$ cat src/hdl/fsc_pkg.sv
// Shared types and constants for the force sensor calibrate/scale block.
// No dependencies; imported by the lane, sequencer and top-level modules.
package fsc_pkg;

  localparam int CHANNELS_DEF   = 2;
  localparam int COUNT_BITS_DEF = 16;
  localparam int SAMPLE_BITS    = 10;
  localparam int PCT_BITS       = 8;

  localparam logic [SAMPLE_BITS-1:0] FULL_SCALE    = 10'd1023;
  localparam logic [6:0]             PERCENT_SCALE = 7'd100;
  localparam logic [PCT_BITS-1:0]    PCT_MAX       = 8'd255;

  localparam logic FUNC_PASS  = 1'b0;
  localparam logic FUNC_START = 1'b1;

  typedef enum logic [1:0] {
    ST_IDLE,
    ST_DIV,
    ST_EMIT
  } ctrl_state_t;

  // Per-request commands broadcast to every lane.
  typedef struct packed {
    logic clear;
    logic add;
    logic start_pct;
    logic start_avg;
  } lane_ctrl_t;

  // Result flags held by the controller until the result is emitted.
  typedef struct packed {
    logic valid;
    logic calibrating;
    logic done;
  } res_flags_t;

endpackage

$ cat src/hdl/fsc_div.sv
// Restoring unsigned divider, one quotient bit per cycle.
// Depends on fsc_pkg only by convention; no package items are needed.
module fsc_div #(
  parameter int DW = 26,
  parameter int VW = 16
) (
  input  logic          clk,
  input  logic          rst,
  input  logic          start,
  input  logic [DW-1:0] dividend,
  input  logic [VW-1:0] divisor,
  output logic [DW-1:0] quotient,
  output logic          done
);

  localparam int CW = $clog2(DW + 1);

  logic [DW-1:0] quo;
  logic [VW-1:0] rem;
  logic [VW-1:0] dvs;
  logic [CW-1:0] cnt;
  logic          busy;

  logic [VW:0]   shifted;
  logic          ge;
  logic [VW:0]   diff;

  assign shifted = {rem, quo[DW-1]};
  assign ge      = shifted >= {1'b0, dvs};
  assign diff    = shifted - {1'b0, dvs};

  always_ff @(posedge clk) begin
    if (rst) begin
      busy <= 1'b0;
      done <= 1'b0;
      cnt  <= '0;
    end else begin
      done <= 1'b0;
      if (start) begin
        busy <= 1'b1;
        cnt  <= CW'(DW);
      end else if (busy) begin
        cnt <= cnt - CW'(1);
        if (cnt == CW'(1)) begin
          busy <= 1'b0;
          done <= 1'b1;
        end
      end
    end
  end

  always_ff @(posedge clk) begin
    if (start) begin
      quo <= dividend;
      rem <= '0;
      dvs <= divisor;
    end else if (busy) begin
      quo <= {quo[DW-2:0], ge};
      rem <= ge ? diff[VW-1:0] : shifted[VW-1:0];
    end
  end

  assign quotient = quo;

endmodule

$ cat src/hdl/fsc_lane.sv
// One channel lane: running total, calibrated maximum and a serial divider
// that serves both the percentage and the calibration average.
// Depends on fsc_pkg and fsc_div.
module fsc_lane
  import fsc_pkg::*;
#(
  parameter int COUNT_BITS = COUNT_BITS_DEF
) (
  input  logic                   clk,
  input  logic                   rst,
  input  lane_ctrl_t             ctrl,
  input  logic [SAMPLE_BITS-1:0] sample,
  input  logic [COUNT_BITS-1:0]  count,
  output logic [PCT_BITS-1:0]    pct,
  output logic                   done
);

  localparam int DW = COUNT_BITS + SAMPLE_BITS;
  localparam int VW = (COUNT_BITS > SAMPLE_BITS) ? COUNT_BITS : SAMPLE_BITS;

  logic [DW-1:0]          total;
  logic [SAMPLE_BITS-1:0] max_val;
  logic                   avg_mode;

  logic                   div_start;
  logic [DW-1:0]          div_dividend;
  logic [VW-1:0]          div_divisor;
  logic [DW-1:0]          quotient;

  assign div_start    = ctrl.start_pct | ctrl.start_avg;
  assign div_dividend = ctrl.start_avg ? total
                                       : DW'(sample) * DW'(PERCENT_SCALE);
  assign div_divisor  = ctrl.start_avg ? VW'(count) : VW'(max_val);

  fsc_div #(
    .DW(DW),
    .VW(VW)
  ) u_div (
    .clk      (clk),
    .rst      (rst),
    .start    (div_start),
    .dividend (div_dividend),
    .divisor  (div_divisor),
    .quotient (quotient),
    .done     (done)
  );

  always_ff @(posedge clk) begin
    if (rst) begin
      total    <= '0;
      max_val  <= FULL_SCALE;
      avg_mode <= 1'b0;
    end else begin
      if (ctrl.clear) begin
        total <= '0;
      end else if (ctrl.add) begin
        total <= total + DW'(sample);
      end
      if (div_start) begin
        avg_mode <= ctrl.start_avg;
      end
      // The average of samples that are at most full scale fits in 10 bits.
      if (done && avg_mode) begin
        max_val <= quotient[SAMPLE_BITS-1:0];
      end
    end
  end

  always_comb begin
    if (max_val == '0 || quotient > DW'(PCT_MAX)) begin
      pct = PCT_MAX;
    end else begin
      pct = quotient[PCT_BITS-1:0];
    end
  end

endmodule

$ cat src/hdl/fsc_ctrl.sv
// Sequencer of the block: calibration stage, timing, sample count and the
// commands sent to the lanes. Depends on fsc_pkg.
module fsc_ctrl
  import fsc_pkg::*;
#(
  parameter int COUNT_BITS = COUNT_BITS_DEF
) (
  input  logic                  clk,
  input  logic                  rst,
  input  logic                  in_valid,
  output logic                  in_stall,
  input  logic                  func,
  input  logic [31:0]           now_ms,
  input  logic [15:0]           timeout_ms,
  input  logic                  div_done,
  input  logic                  out_free,
  output lane_ctrl_t            lane_ctrl,
  output logic [COUNT_BITS-1:0] count,
  output res_flags_t            res,
  output logic                  load_out
);

  localparam logic [COUNT_BITS-1:0] COUNT_MAX = {COUNT_BITS{1'b1}};

  ctrl_state_t           state, state_next;
  logic                  stage;
  logic [31:0]           start_time;
  logic [15:0]           cal_length;
  logic [COUNT_BITS-1:0] sample_count;

  logic                  accept;
  logic                  expired;
  logic [31:0]           elapsed;

  assign in_stall = (state != ST_IDLE);
  assign accept   = in_valid && !in_stall;
  assign elapsed  = now_ms - start_time;
  assign expired  = elapsed > {16'b0, cal_length};
  assign count    = sample_count;

  always_comb begin
    state_next = state;
    case (state)
      ST_IDLE: begin
        if (accept) begin
          if (lane_ctrl.start_pct || lane_ctrl.start_avg) begin
            state_next = ST_DIV;
          end else begin
            state_next = ST_EMIT;
          end
        end
      end
      ST_DIV: begin
        if (div_done) begin
          state_next = ST_EMIT;
        end
      end
      ST_EMIT: begin
        if (out_free) begin
          state_next = ST_IDLE;
        end
      end
      default: state_next = ST_IDLE;
    endcase
  end

  always_comb begin
    lane_ctrl.clear     = accept && func == FUNC_START && !stage;
    lane_ctrl.add       = accept && func == FUNC_PASS && stage && !expired &&
                          sample_count != COUNT_MAX;
    lane_ctrl.start_pct = accept && func == FUNC_PASS && !stage;
    lane_ctrl.start_avg = accept && func == FUNC_PASS && stage && expired &&
                          sample_count != '0;
    load_out            = (state == ST_EMIT) && out_free;
  end

  always_ff @(posedge clk) begin
    if (rst) begin
      state        <= ST_IDLE;
      stage        <= 1'b0;
      start_time   <= '0;
      cal_length   <= '0;
      sample_count <= '0;
      res          <= '0;
    end else begin
      state <= state_next;
      if (accept) begin
        res.valid       <= func == FUNC_PASS && !stage;
        res.done        <= func == FUNC_PASS && stage && expired;
        res.calibrating <= (func == FUNC_START) || (stage && !expired);
        if (func == FUNC_START) begin
          if (!stage) begin
            stage        <= 1'b1;
            start_time   <= now_ms;
            cal_length   <= timeout_ms;
            sample_count <= '0;
          end
        end else if (stage) begin
          if (expired) begin
            stage <= 1'b0;
          end else if (sample_count != COUNT_MAX) begin
            sample_count <= sample_count + COUNT_BITS'(1);
          end
        end
      end
    end
  end

endmodule

$ cat src/hdl/force_sensor_calibrate_scale.sv
// Top level of the force sensor calibrate/scale block: lanes, sequencer and
// the merging output register. Depends on fsc_pkg, fsc_ctrl and fsc_lane.
//
// Each request is one loop pass (two 10-bit force samples and a millisecond
// time) or a start-calibration command with a timeout, and it yields exactly
// one result. In idle, a loop pass reports each channel as
// floor(sample*100/max), saturated to 255; while calibrating, passes are
// summed per channel until the wrap-safe elapsed time exceeds the timeout,
// and then, if any were summed, each maximum becomes the channel average.
// One request is in work at a time. Start commands and passes that only
// accumulate go from acceptance to the emit state; a pass that computes
// percentages or ends a calibration with samples first waits in the divide
// state for the restoring divider in each lane, which retires one quotient
// bit per cycle over a COUNT_BITS + 10 bit dividend. The result waits in an
// output register, and a stalled result holds the block in its emit state,
// so the next request is not accepted until that register is free.
module force_sensor_calibrate_scale_core
  import fsc_pkg::*;
#(
  parameter int CHANNELS   = CHANNELS_DEF,
  parameter int COUNT_BITS = COUNT_BITS_DEF
) (
  input  logic                   clk,
  input  logic                   rst,
  input  logic                   in_valid,
  output logic                   in_stall,
  input  logic                   func,
  input  logic [31:0]            now_ms,
  input  logic [SAMPLE_BITS-1:0] sample0,
  input  logic [SAMPLE_BITS-1:0] sample1,
  input  logic [15:0]            timeout_ms,
  output logic                   out_valid,
  input  logic                   out_stall,
  output logic                   percent_valid,
  output logic [PCT_BITS-1:0]    percent0,
  output logic [PCT_BITS-1:0]    percent1,
  output logic                   calibrating,
  output logic                   calib_done
);

  lane_ctrl_t            lane_ctrl;
  logic [COUNT_BITS-1:0] count;
  res_flags_t            res;
  logic                  load_out;
  logic                  out_free;

  logic [PCT_BITS-1:0]   lane_pct  [CHANNELS];
  logic [CHANNELS-1:0]   lane_done;
  logic [PCT_BITS-1:0]   pct0_sel;
  logic [PCT_BITS-1:0]   pct1_sel;

  // The output register is free when empty or when its result leaves now.
  assign out_free = !out_valid || !out_stall;

  fsc_ctrl #(
    .COUNT_BITS(COUNT_BITS)
  ) u_ctrl (
    .clk        (clk),
    .rst        (rst),
    .in_valid   (in_valid),
    .in_stall   (in_stall),
    .func       (func),
    .now_ms     (now_ms),
    .timeout_ms (timeout_ms),
    .div_done   (lane_done[0]),
    .out_free   (out_free),
    .lane_ctrl  (lane_ctrl),
    .count      (count),
    .res        (res),
    .load_out   (load_out)
  );

  // One lane per channel. Channels beyond the two sample inputs see zero,
  // so they still average to a defined maximum.
  for (genvar i = 0; i < CHANNELS; i++) begin : g_lane
    logic [SAMPLE_BITS-1:0] lane_sample;
    if (i == 0) begin : g_s0
      assign lane_sample = sample0;
    end else if (i == 1) begin : g_s1
      assign lane_sample = sample1;
    end else begin : g_sz
      assign lane_sample = '0;
    end

    fsc_lane #(
      .COUNT_BITS(COUNT_BITS)
    ) u_lane (
      .clk    (clk),
      .rst    (rst),
      .ctrl   (lane_ctrl),
      .sample (lane_sample),
      .count  (count),
      .pct    (lane_pct[i]),
      .done   (lane_done[i])
    );
  end

  // Merge: the lanes' percentages only count for idle-stage passes, and a
  // channel that does not exist reports zero.
  assign pct0_sel = res.valid ? lane_pct[0] : '0;
  if (CHANNELS > 1) begin : g_pct1
    assign pct1_sel = res.valid ? lane_pct[1] : '0;
  end else begin : g_pct1_none
    assign pct1_sel = '0;
  end

  always_ff @(posedge clk) begin
    if (rst) begin
      out_valid <= 1'b0;
    end else if (load_out) begin
      out_valid <= 1'b1;
    end else if (!out_stall) begin
      out_valid <= 1'b0;
    end
  end

  always_ff @(posedge clk) begin
    if (load_out) begin
      percent_valid <= res.valid;
      percent0      <= pct0_sel;
      percent1      <= pct1_sel;
      calibrating   <= res.calibrating;
      calib_done    <= res.done;
    end
  end

  // A finished calibration always leaves the block idle.
  a_done_idle : assert property (@(posedge clk) disable iff (rst)
    out_valid && calib_done |-> !calibrating)
    else $error("calibration finished but still calibrating");

  // Percentages are reported only from the idle stage.
  a_valid_excl : assert property (@(posedge clk) disable iff (rst)
    out_valid && percent_valid |-> !calib_done && !calibrating)
    else $error("percentages reported outside the idle stage");

  // A result without percentages carries zero percentages.
  a_pct_zero : assert property (@(posedge clk) disable iff (rst)
    out_valid && !percent_valid |-> percent0 == '0 && percent1 == '0)
    else $error("percentages not cleared on a result without them");

  // Only one request is in work: the input stalls right after acceptance.
  a_one_inflight : assert property (@(posedge clk) disable iff (rst)
    in_valid && !in_stall |=> in_stall)
    else $error("second request accepted while one is in work");

endmodule
$ cat config.mk
export PLATFORM = sky130hd
export DESIGN_NAME = force_sensor_calibrate_scale_core
export DESIGN_NICKNAME = d
export VERILOG_FILES = /design/src/hdl/fsc_pkg.sv /design/src/hdl/fsc_div.sv /design/src/hdl/fsc_lane.sv /design/src/hdl/fsc_ctrl.sv /design/src/hdl/force_sensor_calibrate_scale.sv
export SDC_FILE = /design/constraint.sdc
export NUM_CORES = 1
export LEC_CHECK = 0
export ABC_AREA = 1
export BUFFER_PORTS_ARGS = -buffer_cell sky130_fd_sc_hd__buf_4
export CELL_PAD_IN_SITES_DETAIL_PLACEMENT = 1
export CELL_PAD_IN_SITES_GLOBAL_PLACEMENT = 2
export CORE_ASPECT_RATIO = 1.75
export CORE_MARGIN = 3
export CORE_UTILIZATION = 35
export DETAILED_ROUTE_END_ITERATION = 10
export MAX_ROUTING_LAYER = met4
export PLACE_DENSITY = 0.81
export SETUP_SLACK_MARGIN = 0.02
export SYNTH_ARGS = -nofsm -noshare
export SYNTH_HDL_FRONTEND = slang
export SYNTH_SLANG_ARGS = --single-unit
$ cat constraint.sdc
create_clock -name clk -period 10.4 [get_ports clk]
set_clock_uncertainty 0.2 [all_clocks]
set_input_delay 2.08 -clock clk [delete_from_list [all_inputs] [get_ports clk]]
set_output_delay 2.08 -clock clk [all_outputs]
set_load 0.05 [all_outputs]
# Word level (Yosys, flattened, before mapping)
# Index checks and enable logic that the tools add are counted.
[totals]
reg_bits = 287
input_bits = 73
out_inout_bits = 21
word_cells = 147
[op_classes]
n_addsub = 8
n_mul = 2
n_lt_le_gt_ge = 5
n_eq_ne = 11
muxes = 39
n_bitwise = 5
reduce_logical = 43
[ops]
columns = ["operator", "count"]
rows = [
  ["26-bit 2-to-1 mux", 6],
  ["16-bit 2-to-1 mux", 7],
  ["26-bit by 10-bit adder with 26-bit output", 2],
  ["26-bit by 8-bit greater-than comparator with 1-bit output, second input constant", 2],
  ["17-bit by 16-bit greater-or-equal comparator with 1-bit output", 2],
  ["32-bit by 16-bit greater-than comparator with 1-bit output", 1],
  ["16-bit subtractor", 2],
  ["32-bit subtractor", 1],
  ["10-bit by 5-bit multiplier with 15-bit output, second input constant", 2],
  ["10-bit logical NOT", 2],
  ["10-bit 2-to-1 mux", 2],
  ["5-bit 2-to-1 mux", 4],
  ["1-bit logical AND", 17],
  ["16-bit by 1-bit adder with 16-bit output, second input constant", 1],
  ["8-bit 2-to-1 mux", 2],
  ["16-bit inequality test, second input constant", 1],
  ["16-bit nonzero test", 1],
  ["1-bit 2-to-1 mux", 13],
  ["5-bit by 1-bit equality test with 1-bit output, second input constant", 2],
  ["2-bit nonzero test", 5],
  ["5-bit by 1-bit subtractor with 5-bit output, second input constant", 2],
  ["2-bit 2-to-1 mux", 4],
  ["2-bit by 1-bit inequality test with 1-bit output, second input constant", 4],
  ["2-bit case mux with 3 select lines", 1],
  ["other kinds (12)", 27],
]

# Logic depth before layout (Yosys ltp)
# Gate-level depths: netlist of run 1.
[logic_depth]
ltp_word = 11
ltp_mapped = 29
depth_no_buf = 28

# Hierarchy
# From an unflattened synthesis of run 1, not the netlist that was laid out.
[hier_totals]
hier_cells = 3260
hier_area_um2 = 21878.5
[by_module_without_submodules]
columns = ["module", "n_inst", "cells_each", "area_each_um2", "seq_area_each_um2"]
rows = [
  ["fsc_ctrl", 1, 993, 5904.4, 1381.3],
  ["fsc_div (g_lane[1].u_lane.u_div)", 1, 484, 3861.2, 1721.7],
  ["fsc_lane (g_lane[1].u_lane)", 1, 623, 3833.7, 740.7],
  ["fsc_lane (g_lane[0].u_lane)", 1, 614, 3764.9, 740.7],
  ["fsc_div (g_lane[0].u_lane.u_div)", 1, 489, 3747.3, 1721.7],
  ["force_sensor_calibrate_scale_core", 1, 57, 767.0, 590.6],
]

# Worst setup path before layout of run 1
# OpenSTA, ideal clock, no wires.
[synth_timing]
path_kind = "input-to-reg"
startpoint = "input port now_ms[0]"
endpoint = "register g_lane[0].u_lane.u_div.dvs[0], enable pin"
setup_ps = 401
t_arrival_ps = 5348
required_ps = 9799
slack_ps = 4452
stages = 23
n_path_buf = 1
cell_sequence = "inv_1 -> ha_1 -> fa_1 -> inv_1 -> nand3_1 -> nand3_1 -> nand3_1 -> nand3_1 -> xor2_1 -> ha_1 -> nand2_1 -> nor3_1 -> nand2_1 -> nand2_1 -> nand2_1 -> nand3_1 -> nor2_1 -> nand2_1 -> nor2_4 -> nand2_2 -> nand2_2 -> nand2_2 -> clkbuf_1"
[synth_via]
elab_chain_cells = 5
[synth_rtl]
columns = ["element", "line_no", "text"]
rows = [
  ["start: declaration", "force_sensor_calibrate_scale.sv:28", "input logic [31:0] now_ms,"],
  ["32-bit subtractor", "fsc_ctrl.sv:37", "assign elapsed = now_ms - start_time;"],
  ["32-bit by 16-bit greater-than comparator with 1-bit output", "fsc_ctrl.sv:38", "assign expired = elapsed > {16'b0, cal_length};"],
  ["1-bit logical AND (2 in a row)", "fsc_ctrl.sv:72", "lane_ctrl.start_avg = accept && func == FUNC_PASS && stage && expired &&"],
  ["1-bit OR", "fsc_lane.sv:30", "assign div_start = ctrl.start_pct | ctrl.start_avg;"],
  ["net g_lane[0].u_lane.div_start", "fsc_lane.sv:25", "logic div_start;"],
  ["end signal: assignment", "fsc_div.sv:56", "dvs <= divisor;"],
  ["end: declaration", "fsc_div.sv:20", "logic [VW-1:0] dvs;"],
]
# The timed path passes the listed nets, and every way through them passes these cells.
# A chain may end at the register's enable or synchronous reset.

# Worst setup path in the final report of run 1
[layout_timing]
startpoint = "input port now_ms[8]"
endpoint = "register g_lane[0].u_lane.u_div.quo[14], enable pin"
[layout_via]
elab_chain_cells = 6
[layout_rtl]
columns = ["element", "line_no", "text"]
rows = [
  ["32-bit subtractor", "fsc_ctrl.sv:37", ""],
  ["32-bit by 16-bit greater-than comparator with 1-bit output", "fsc_ctrl.sv:38", ""],
  ["1-bit logical AND (2 in a row)", "fsc_ctrl.sv:72", ""],
  ["1-bit OR", "fsc_lane.sv:30", ""],
  ["2-bit nonzero test (no source line)", "-", ""],
  ["end signal: assignment", "fsc_div.sv:54", "quo <= dividend;"],
  ["end signal: assignment", "fsc_div.sv:58", "quo <= {quo[DW-2:0], ge};"],
  ["end: declaration", "fsc_div.sv:18", "logic [DW-1:0] quo;"],
]
# Every way passes these cells.

==> flow_metrics.tcl, run 1 <==
set metrics [dict create \
    status "completed" \
    first_pass_grt_wire_length_um 104000 \
    clkLatencyLatePin_ps 590 \
    first_iter_violations 649 \
    post_cts.resized_instances 0 \
    syn_nets 3039 \
    ant_nets 0 \
    fin_crit_ps 7010 \
    drtPass1Iterations 5 \
    total_grt_overflow 0 \
    most_common_cell_after_layout_fill_and_taps_aside "sky130_fd_sc_hd__nand2_1" \
    tritoncts.num_buffers 31 \
    yosys_warnings 0 \
    antenna-diode-count 0 \
    via_count_of_the_first_global_routing_pass 19600 \
    async_flop_share_pct 0 \
    dp.cells 3555 \
    finalWeightedCongestion 0.879 \
    final.fill_count 7183 \
    synthCells 2773 \
    max_clock_freq_mhz 143 \
    io_pins 94 \
    max_cap_viol_count 0 \
    ys_seq_area_share_pct 33.4 \
    port_buffers 93 \
    synthDistinctLibCells 52 \
    clkSlewWorstSetupHoldPaths_ps 60 \
    maximum_fanout_count_along_the_critical_path 47 \
    slew_violations 0 \
    hold_fix_buffers_at_cts 0 \
    fp.dieH_um 323 \
    floorplan.die.width_um 187 \
    wl_per_cell_um 18.0 \
    cp-end-kind "flop" \
    crit_arrival_ps 6880 \
    post_synth_main_area_contributors "sky130_fd_sc_hd__dfxtp_1, sky130_fd_sc_hd__edfxtp_1, sky130_fd_sc_hd__nand2_1, sky130_fd_sc_hd__ha_1, sky130_fd_sc_hd__inv_1" \
    synthDominantAreaCellType "sky130_fd_sc_hd__dfxtp_1" \
    via_cell_ratio 5.04 \
    tritoncts_num_sinks 286 \
    max-clock-path-buffers 3 \
    initial_utilization_pct 35.5 \
    dpl.hpwl_um 51000 \
    drc 0 \
    setup_viol 0 \
    synth.avg_cell_area_um2 7.23 \
    grt.total_usage_pct 22.0 \
    crit_path_class "input pin to flop" \
    rsz_0062_raised_after_global_routing "false" \
    final_nets 3094 \
    final_cell_mix "sky130_fd_sc_hd__nand2_1, sky130_fd_sc_hd__inv_1, sky130_fd_sc_hd__a21oi_1" \
    power_per_cell_area_nw_per_um2 162 \
    clock_tree.htree_level_count 1 \
    worst-r2r-cell-count 22 \
    detail_route.wirelength_um 65000 \
    clock_tree_from_tritoncts "yes" \
    synth-edff-count 97 \
    cts_root_buffer "sky130_fd_sc_hd__clkbuf_16" \
    top_ff_cell_synth "sky130_fd_sc_hd__dfxtp_1" \
    mappedNetlistArea_um2 20000 \
    via_count 18200 \
    number_of_antenna_violations_at_the_first_check_in_global_routing 0 \
    max-vdd-ir-drop_v 0.000104 \
    hold_path.class "flop to flop" \
    die_area_um2 60300 \
    tightestPinTransition_ps 1150 \
    row_count 115 \
    power_leakage_nw 10.2 \
    worstHoldPathCells 0 \
    crit_share_post_route_pct 67.4 \
    slew_headroom_pct 23.5 \
    timing.final.hold_violations 0 \
    synth.ff_latch_count 286 \
    finish.cell_count_without_fillers 3612 \
    post_route_cells_drive_above_1_share_pct 9.71 \
    final.setup.tns_ps 0 \
    cp-start-kind "input pin" \
    yosys.area.top_type_share_pct 18.9 \
    holdWs_ps 243 \
    flow.area_growth_from_synthesis_pct 11.7 \
    cts.repair_timing.setup_buffer_count 0 \
    core_area_um2 56400 \
    grt_start_max_net_pins 94 \
    crit_required_ps 10270 \
]
## metrics by stage
step / total power [mW] / utilization, % / setup slack, ps / area [um^2]
after floorplan: 2.18 / - / 4450 / 20000
after global placement: 2.47 / 37.9 / 2860 / 21400
after detailed placement: 2.51 / 37.9 / 2720 / 21400
after CTS: 3.70 / 39.7 / 3360 / 22400
after global routing: 3.89 / 39.7 / 2850 / 22400
final: 3.64 / 39.7 / 3390 / 22400
## synth_stat cells (4+ instances only)
| library cell | n |
|---|---|
| sky130_fd_sc_hd__dfxtp_1 | 189 |
| sky130_fd_sc_hd__xor2_1 | 69 |
| sky130_fd_sc_hd__nand3_1 | 116 |
| sky130_fd_sc_hd__a21boi_0 | 4 |
| sky130_fd_sc_hd__fa_1 | 15 |
| sky130_fd_sc_hd__nand2_1 | 690 |
| sky130_fd_sc_hd__nor3_1 | 29 |
| sky130_fd_sc_hd__ha_1 | 178 |
| sky130_fd_sc_hd__inv_1 | 425 |
| sky130_fd_sc_hd__clkbuf_1 | 61 |
| sky130_fd_sc_hd__nand4_1 | 29 |
| sky130_fd_sc_hd__xnor2_1 | 34 |
| sky130_fd_sc_hd__inv_2 | 8 |
| sky130_fd_sc_hd__nor2_1 | 175 |
| sky130_fd_sc_hd__buf_6 | 6 |
| sky130_fd_sc_hd__a21oi_2 | 39 |
| sky130_fd_sc_hd__edfxtp_1 | 97 |
| sky130_fd_sc_hd__a21oi_1 | 230 |
| sky130_fd_sc_hd__a21o_1 | 8 |
| sky130_fd_sc_hd__o21ai_0 | 179 |
| sky130_fd_sc_hd__buf_2 | 9 |
| sky130_fd_sc_hd__o22ai_1 | 6 |
| sky130_fd_sc_hd__nand2_2 | 51 |
| sky130_fd_sc_hd__nor2_2 | 8 |
| sky130_fd_sc_hd__o211ai_1 | 44 |
| sky130_fd_sc_hd__a31oi_1 | 7 |
| sky130_fd_sc_hd__buf_12 | 4 |
| sky130_fd_sc_hd__nor4_1 | 16 |
## power breakdown
group / internal [mW] / leakage (nW) / total (mW) / switching (mW)
combinational: 0.385 / 7.33 / 1.10 / 0.716
sequential: 1.29 / 2.40 / 1.38 / 0.0835
clock: 0.661 / 0.498 / 1.16 / 0.496
total: 2.34 / 10.2 / 3.64 / 1.30
## area by class of cell
| cell class | instances | area (um^2) | share of cell area (%) |
|---|---|---|---|
| clock buffers | 39 | 826 | 3.69 |
| repair buffers | 106 | 796 | 3.55 |
| flip-flops and latches | 286 | 6700 | 29.9 |
| well taps | 760 | 951 | 4.25 |
| clock inverters | 18 | 206 | 0.922 |
| inverters | 434 | 1630 | 7.27 |
| multi-input cells | 1969 | 11300 | 50.4 |
## critical path, stage by stage
cell	delay, ps
sky130_fd_sc_hd__buf_4	110
sky130_fd_sc_hd__ha_1	400
sky130_fd_sc_hd__nand2_1	150
sky130_fd_sc_hd__nor2_1	200
sky130_fd_sc_hd__nand3_1	110
sky130_fd_sc_hd__nand3b_1	180
sky130_fd_sc_hd__xor2_1	250
sky130_fd_sc_hd__ha_1	300
sky130_fd_sc_hd__a21oi_1	160
sky130_fd_sc_hd__o21ai_0	130
sky130_fd_sc_hd__a21oi_1	140
sky130_fd_sc_hd__nand2_1	60
sky130_fd_sc_hd__nand2_1	70
sky130_fd_sc_hd__nand3_1	70
sky130_fd_sc_hd__nor2_1	120
sky130_fd_sc_hd__nand2_1	90
sky130_fd_sc_hd__nor2_4	120
sky130_fd_sc_hd__nand2_2	90
sky130_fd_sc_hd__nand2_2	420
sky130_fd_sc_hd__nand2_2	110
sky130_fd_sc_hd__inv_2	610
sky130_fd_sc_hd__nand2_1	880
## flip-flops by register name (all words and copies together) (netlist names)
| signal | count |
|---|---|
| g_lane.u_lane.avg_mode | 1 |
| g_lane.u_lane.u_div.quotient | 52 |
| g_lane.u_lane.u_div.rem | 32 |
| u_ctrl.stage | 1 |
| g_lane.u_lane.max_val | 20 |
| g_lane.u_lane.u_div.cnt | 10 |
| calibrating | 1 |
| percent_valid | 1 |
| g_lane.u_lane.u_div.dvs | 26 |
| g_lane.u_lane.total | 52 |
| percent0 | 8 |
| out_valid | 1 |
| percent1 | 8 |
| g_lane.u_lane.u_div.busy | 2 |
| u_ctrl.start_time | 32 |
| u_ctrl.cal_length | 16 |
| u_ctrl.res | 2 |
| u_ctrl.state | 2 |
| g_lane.u_lane.u_div.done | 2 |
| u_ctrl.count | 16 |
| calib_done | 1 |
## logic make-up after synthesis
group,share of synthesized area (%)
buffers and inverters,10.4
AO/OA/AOI/OAI,15.3
XOR/XNOR,4.50
flip-flops,33.4
AND/OR/NAND/NOR,23.8
adder cells (fa/ha/maj),12.6
## path summary, 6_finish.rpt
kind / startpoint / end / slack (ps)
max: now_ms[8] / g_lane[0].u_lane.u_div.quotient[14]$_DFFE_PP_ / 3390
min: u_ctrl.res[0]$_SDFFE_PP0P_ / calib_done$_DFFE_PP_ / 240
max reg2reg: u_ctrl.start_time[8]$_SDFFE_PP0P_ / g_lane[0].u_lane.u_div.quotient[14]$_DFFE_PP_ / 4640
min reg2reg: u_ctrl.res[0]$_SDFFE_PP0P_ / calib_done$_DFFE_PP_ / 240
## per-layer routing
metal	track usage (%)	vias to the layer above	share of wire [%]
li1	-	9133	-
met1	21.6	8751	38
met2	44.2	216	56
met3	1.79	106	2.0
met4	8.66	0	4.2
met5	-	-	0
(Power assumes the default switching activity.)
==> run 2, diff against run 1 <==
clock period = 7.1 ns   (was 10.4 ns; I/O delays follow)
==> run 2 against run 1 <==
Net effect:
- register-to-register slack worse by 2500 ps
- via count is 0.92% higher
- combinational power is 47% higher
- largest cell class unchanged
- global-route usage is 0.48 points higher
- die area stayed put
==> flow_metrics.tcl, run 2 (synthesis results as in run 1) <==
set metrics [dict create \
    status "completed" \
    first_pass_grt_wire_length_um 106000 \
    dp.cells 3562 \
    critical_path.max_stage_delay_ps 840 \
    drtPass1Iterations 5 \
    placedInstanceArea_um2 21400 \
    max_cap_viol_count 0 \
    via_cell_ratio 5.08 \
    drc 0 \
    finalWeightedCongestion 0.914 \
    max-vdd-ir-drop_v 0.000153 \
    place_ws_ps 928 \
    via_count 18400 \
    slew_violations 0 \
    total_grt_overflow 0 \
    finalPower_mw 5.24 \
    cts_root_buffer "sky130_fd_sc_hd__clkbuf_16" \
    maximum_fanout_count_along_the_critical_path 69 \
    grt.total_usage_pct 22.5 \
    final_cell_mix "sky130_fd_sc_hd__nand2_1, sky130_fd_sc_hd__inv_1, sky130_fd_sc_hd__a21oi_1" \
    via_count_of_the_first_global_routing_pass 20100 \
    setup_viol 0 \
    rsz_0062_raised_after_global_routing "false" \
    timing.final.hold_violations 0 \
    final_nets 3100 \
    tritoncts_num_sinks 286 \
    finish.instance_area_um2 22400 \
    crit_path_leading_delay_family "simple AND/OR/NAND/NOR gates" \
    hold_fix_buffers_at_cts 0 \
    number_of_antenna_violations_at_the_first_check_in_global_routing 0 \
    row_count 115 \
    antenna-diode-count 0 \
    ant_nets 0 \
    clock_tree_from_tritoncts "yes" \
    power_leakage_nw 10.2 \
    most_common_cell_after_layout_fill_and_taps_aside "sky130_fd_sc_hd__nand2_1" \
    critical_path.most_common_cell "sky130_fd_sc_hd__nand2_1" \
    critical_path.n_buffers_inverters 4 \
    max-clock-path-buffers 3 \
    wl_met2_um 38100 \
    dpl.hpwl_um 52300 \
    slew_headroom_pct 21.1 \
    clock_tree.htree_level_count 1 \
    routedLengthMet1_um 23700 \
    met3_length_um 1370 \
    cts.repair_timing.setup_buffer_count 0 \
    port_buffers 93 \
    post_route_cells_drive_above_1_share_pct 9.90 \
    tritoncts.num_buffers 30 \
    detail_route.wirelength_um 66100 \
    holdWs_ps 261 \
    finish.cell_count_without_fillers 3618 \
    power_per_cell_area_nw_per_um2 234 \
    initial_utilization_pct 35.5 \
    cp-start-kind "input pin" \
    layout.core_utilization_pct 39.7 \
    fin_crit_ps 5590 \
    grt_start_max_net_pins 94 \
    io_pins 94 \
    max_clock_freq_mhz 179 \
    core_area_um2 56400 \
    route.top_layer_used "met4" \
    crit_path_class "input pin to flop" \
    clkLatencyLatePin_ps 600 \
    flow.area_growth_from_synthesis_pct 11.6 \
    cpMaxStageDelayCell "sky130_fd_sc_hd__inv_2" \
    post_cts.resized_instances 0 \
    die_area_um2 60300 \
    cp-end-kind "flop" \
    crit_share_post_route_pct 78.7 \
    crit_required_ps 7310 \
    wl_per_cell_um 18.3 \
    crit_arrival_ps 5800 \
    floorplan.die.width_um 187 \
    hold_path.class "flop to flop" \
    setup_ws_ps 1510 \
    first_iter_violations 728 \
    clkSlewWorstSetupHoldPaths_ps 70 \
    final.setup.tns_ps 0 \
    tightestPinTransition_ps 1180 \
    fp.dieH_um 323 \
]
-- run 2: cell types whose count changed in the layout (fill, tap and decap cells not counted) --
| cell | before | now |
|---|---|---|
| sky130_fd_sc_hd__clkinv_1 | 2 | 4 |
| sky130_fd_sc_hd__clkinvlp_4 | 4 | 2 |
| sky130_fd_sc_hd__bufinv_16 | 4 | 1 |
| sky130_fd_sc_hd__buf_4 | 106 | 113 |
| sky130_fd_sc_hd__clkinv_2 | 7 | 5 |
| sky130_fd_sc_hd__clkbuf_1 | 6 | 4 |
| sky130_fd_sc_hd__inv_6 | 0 | 7 |
| sky130_fd_sc_hd__clkbuf_8 | 2 | 1 |
-- run 2: area by class of cell --
cell class                 count  area [um^2]
fill                        7119        34000
multi-input combinational   1969        11300
sequential                   286         6700
inverter                     434         1630
tap                          760          951
timing repair buffer         113          848
clock buffer                  36          805
clock inverter                20          160
-- run 2: worst reg2reg max path: stages, from the launching register on --
cell and delay, ps:
sky130_fd_sc_hd__dfxtp_1 320, sky130_fd_sc_hd__ha_1 210, sky130_fd_sc_hd__fa_1 410, sky130_fd_sc_hd__inv_1 120
sky130_fd_sc_hd__nand3_1 90, sky130_fd_sc_hd__nand3_1 160, sky130_fd_sc_hd__nand3_1 90, sky130_fd_sc_hd__nand3_1 240
sky130_fd_sc_hd__xor2_1 380, sky130_fd_sc_hd__ha_1 190, sky130_fd_sc_hd__nand2_1 70, sky130_fd_sc_hd__nor3_1 300
sky130_fd_sc_hd__nand2_1 90, sky130_fd_sc_hd__nand2_1 60, sky130_fd_sc_hd__nand2_1 60, sky130_fd_sc_hd__nand3_1 80
sky130_fd_sc_hd__nor2_1 50, sky130_fd_sc_hd__nand2_1 90, sky130_fd_sc_hd__nor2_4 50, sky130_fd_sc_hd__nand2_2 90
sky130_fd_sc_hd__nand2_2 80, sky130_fd_sc_hd__inv_2 840, sky130_fd_sc_hd__nand2_1 300, sky130_fd_sc_hd__o21ai_0 180
-- run 2: path summary, 6_finish.rpt --
path / to / startpoint / slack (ps) / cells after the start
setup / recovery: g_lane[1].u_lane.u_div.dvs[1]$_DFFE_PP_ / now_ms[0] / 1510 / 25
setup reg to reg: g_lane[1].u_lane.u_div.dvs[1]$_DFFE_PP_ / u_ctrl.start_time[0]$_SDFFE_PP0P_ / 2160 / 23
hold reg to reg: u_ctrl.start_time[7]$_SDFFE_PP0P_ / u_ctrl.start_time[7]$_SDFFE_PP0P_ / 260 / 2
hold / removal: u_ctrl.start_time[7]$_SDFFE_PP0P_ / u_ctrl.start_time[7]$_SDFFE_PP0P_ / 260 / 2
-- run 2: metal layers --
layer,up-vias,track usage (%)
li1,9142,-
met5,-,-
met4,0,9.62
met3,134,1.71
met1,8842,20.8
met2,256,46.3
-- run 2: power by group --
group / internal (mW) / leakage (nW) / switching [mW]
Sequential: 1.89 / 2.40 / 0.125
Combinational: 0.565 / 7.36 / 1.05
Clock: 0.857 / 0.473 / 0.742
==> run 3, diff against run 2 <==
clock period = 5.35 ns   (was 7.1 ns; I/O delays follow)
==> run 3 against run 2 <==
Net effect:
- via count shrank 0.18%
- cell area up 1.1%
- flip-flop and latch count is the same
- clock power is 48% higher
- sequential power is 33% higher
- non-clock buffer count rose by 8
- critical endpoint is now g_lane[0].u_lane.u_div.dvs[6]$_DFFE_PP_
- largest power group unchanged
==> flow_metrics.tcl, run 3 (synthesis results as in run 1) <==
set metrics [dict create \
    final_nets 3109 \
    fin_crit_ps 4680 \
    rsz_0062_raised_after_global_routing "false" \
    initial_utilization_pct 35.5 \
    maximum_fanout_count_along_the_critical_path 31 \
    total_grt_overflow 0 \
    flow.area_growth_from_synthesis_pct 12.9 \
    floorplan.die.width_um 187 \
    max-vdd-ir-drop_v 0.000237 \
    drtPass1Iterations 5 \
    finish.instance_area_um2 22600 \
    slew_violations 0 \
    hold_fix_buffers_at_cts 0 \
    place_ws_ps 10.0 \
    tightestPinTransition_ps 1190 \
    via_count 18300 \
    final_cell_mix "sky130_fd_sc_hd__nand2_1, sky130_fd_sc_hd__inv_1, sky130_fd_sc_hd__a21oi_1" \
    worst-r2r-cell-count 21 \
    crit_required_ps 5480 \
    fp.dieH_um 323 \
    first_iter_violations 740 \
    whs_endpoint "u_ctrl.start_time[17]$_SDFFE_PP0P_" \
    detail_route.wirelength_um 65500 \
    tritoncts.num_buffers 31 \
    power_leakage_nw 10.4 \
    wl_per_cell_um 18.1 \
    cp-end-kind "flop" \
    power_switching_share_pct 35.3 \
    power_per_cell_area_nw_per_um2 318 \
    grt.total_usage_pct 22.1 \
    ant_nets 0 \
    timing.final.hold_violations 0 \
    antenna-diode-count 0 \
    holdWs_ps 258 \
    setup_viol 0 \
    finalWeightedCongestion 0.882 \
    holdCritStartpoint "u_ctrl.start_time[17]$_SDFFE_PP0P_" \
    finish.cell_count_without_fillers 3628 \
    port_buffers 93 \
    startpoint_of_the_worst_register_to_register_path "u_ctrl.start_time[6]$_SDFFE_PP0P_" \
    p_clk_share_pct 33.0 \
    hold_path.class "flop to flop" \
    crit_arrival_ps 4810 \
    r2r-end "g_lane[0].u_lane.u_div.dvs[6]$_DFFE_PP_" \
    via_count_of_the_first_global_routing_pass 19500 \
    post_route_cells_drive_above_1_share_pct 10.3 \
    status "completed" \
    post_cts.resized_instances 0 \
    grt_start_max_net_pins 78 \
    dpl.hpwl_um 52200 \
    p_comb_share_pct 29.8 \
    max_clock_freq_mhz 214 \
    via_cell_ratio 5.06 \
    max_cap_viol_count 0 \
    row_count 115 \
    first_pass_grt_wire_length_um 104000 \
    max-clock-path-buffers 3 \
    dp.cells 3570 \
    finalPower_mw 7.20 \
    core_area_um2 56400 \
    io_pins 94 \
    crit_share_post_route_pct 87.4 \
    sequential_share_of_power_pct 37.2 \
    layout.core_utilization_pct 40.1 \
    tritoncts_num_sinks 286 \
    p_int_mw 4.66 \
    cp-start-kind "input pin" \
    power.net_switching_mw 2.54 \
    crit_path_class "input pin to flop" \
    placedInstanceArea_um2 21500 \
    r2r_setup_slack_ps 890 \
    clock_tree_from_tritoncts "yes" \
    final.setup.tns_ps 0 \
    slew_headroom_pct 20.3 \
    setup_ws_ps 673 \
    worstHoldPathCells 2 \
    drc 0 \
    most_common_cell_after_layout_fill_and_taps_aside "sky130_fd_sc_hd__nand2_1" \
    clkLatencyLatePin_ps 610 \
    number_of_antenna_violations_at_the_first_check_in_global_routing 0 \
    die_area_um2 60300 \
    clkSlewWorstSetupHoldPaths_ps 60 \
    cts_root_buffer "sky130_fd_sc_hd__clkbuf_16" \
    cts.repair_timing.setup_buffer_count 0 \
    clock_tree.htree_level_count 1 \
]
## run 3: critical path, stage by stage
cell and delay, ps:
sky130_fd_sc_hd__buf_4 110, sky130_fd_sc_hd__ha_1 390, sky130_fd_sc_hd__nand2_1 140, sky130_fd_sc_hd__nor2_1 250, sky130_fd_sc_hd__nand3_1 130, sky130_fd_sc_hd__nand3_1 240
sky130_fd_sc_hd__xor2_1 400, sky130_fd_sc_hd__ha_1 340, sky130_fd_sc_hd__nand2_1 80, sky130_fd_sc_hd__o21ai_0 110, sky130_fd_sc_hd__a21oi_1 140, sky130_fd_sc_hd__nand2_1 60
sky130_fd_sc_hd__nand2_1 60, sky130_fd_sc_hd__nand3_1 90, sky130_fd_sc_hd__nor2_1 110, sky130_fd_sc_hd__nand2_1 90, sky130_fd_sc_hd__nor2_4 110, sky130_fd_sc_hd__nand2_2 80
sky130_fd_sc_hd__nand2_2 110, sky130_fd_sc_hd__inv_2 190, sky130_fd_sc_hd__o21ai_0 480
## run 3: worst max path at each step
stage	slack [ps]	cells after the start	end	start
after floorplan	410	23	g_lane[0].u_lane.u_div.dvs[0]$_DFFE_PP_	now_ms[0]
after global placement	-50	21	g_lane[1].u_lane.u_div.dvs[4]$_DFFE_PP_	now_ms[6]
after detailed placement	10	21	g_lane[0].u_lane.u_div.dvs[6]$_DFFE_PP_	now_ms[6]
after CTS	630	21	g_lane[0].u_lane.u_div.dvs[6]$_DFFE_PP_	now_ms[6]
after global routing	380	23	g_lane[0].u_lane.u_div.quotient[12]$_DFFE_PP_	now_ms[6]
final	670	21	g_lane[0].u_lane.u_div.dvs[6]$_DFFE_PP_	now_ms[6]
## run 3: final cells by class
cell class              count  area (um^2)
clock inverters            22          283
well taps                 760          951
inverters                 434         1630
repair buffers            121          958
flip-flops and latches    286         6700
fillers                  7187        33800
multi-input cells        1969        11300
clock buffers              36          826
## run 3: power by group through the flow
stage / clock, mW / combinational [mW] / sequential, mW
3_3_place_gp: 0 / 2.11 / 2.73
2_1_floorplan: 0 / 1.54 / 2.70
3_5_place_dp: 0 / 2.17 / 2.73
6_report: 2.37 / 2.15 / 2.68
4_1_cts: 2.44 / 2.19 / 2.68
5_1_grt: 2.53 / 2.46 / 2.71
## run 3: layer usage
layer / track usage (%) / wire, um / up-vias
met5: - / 0 / -
met2: 44.6 / 37200 / 215
li1: - / - / 9178
met3: 1.95 / 1370 / 117
met4: 8.21 / 2630 / 0
met1: 21.6 / 24300 / 8831
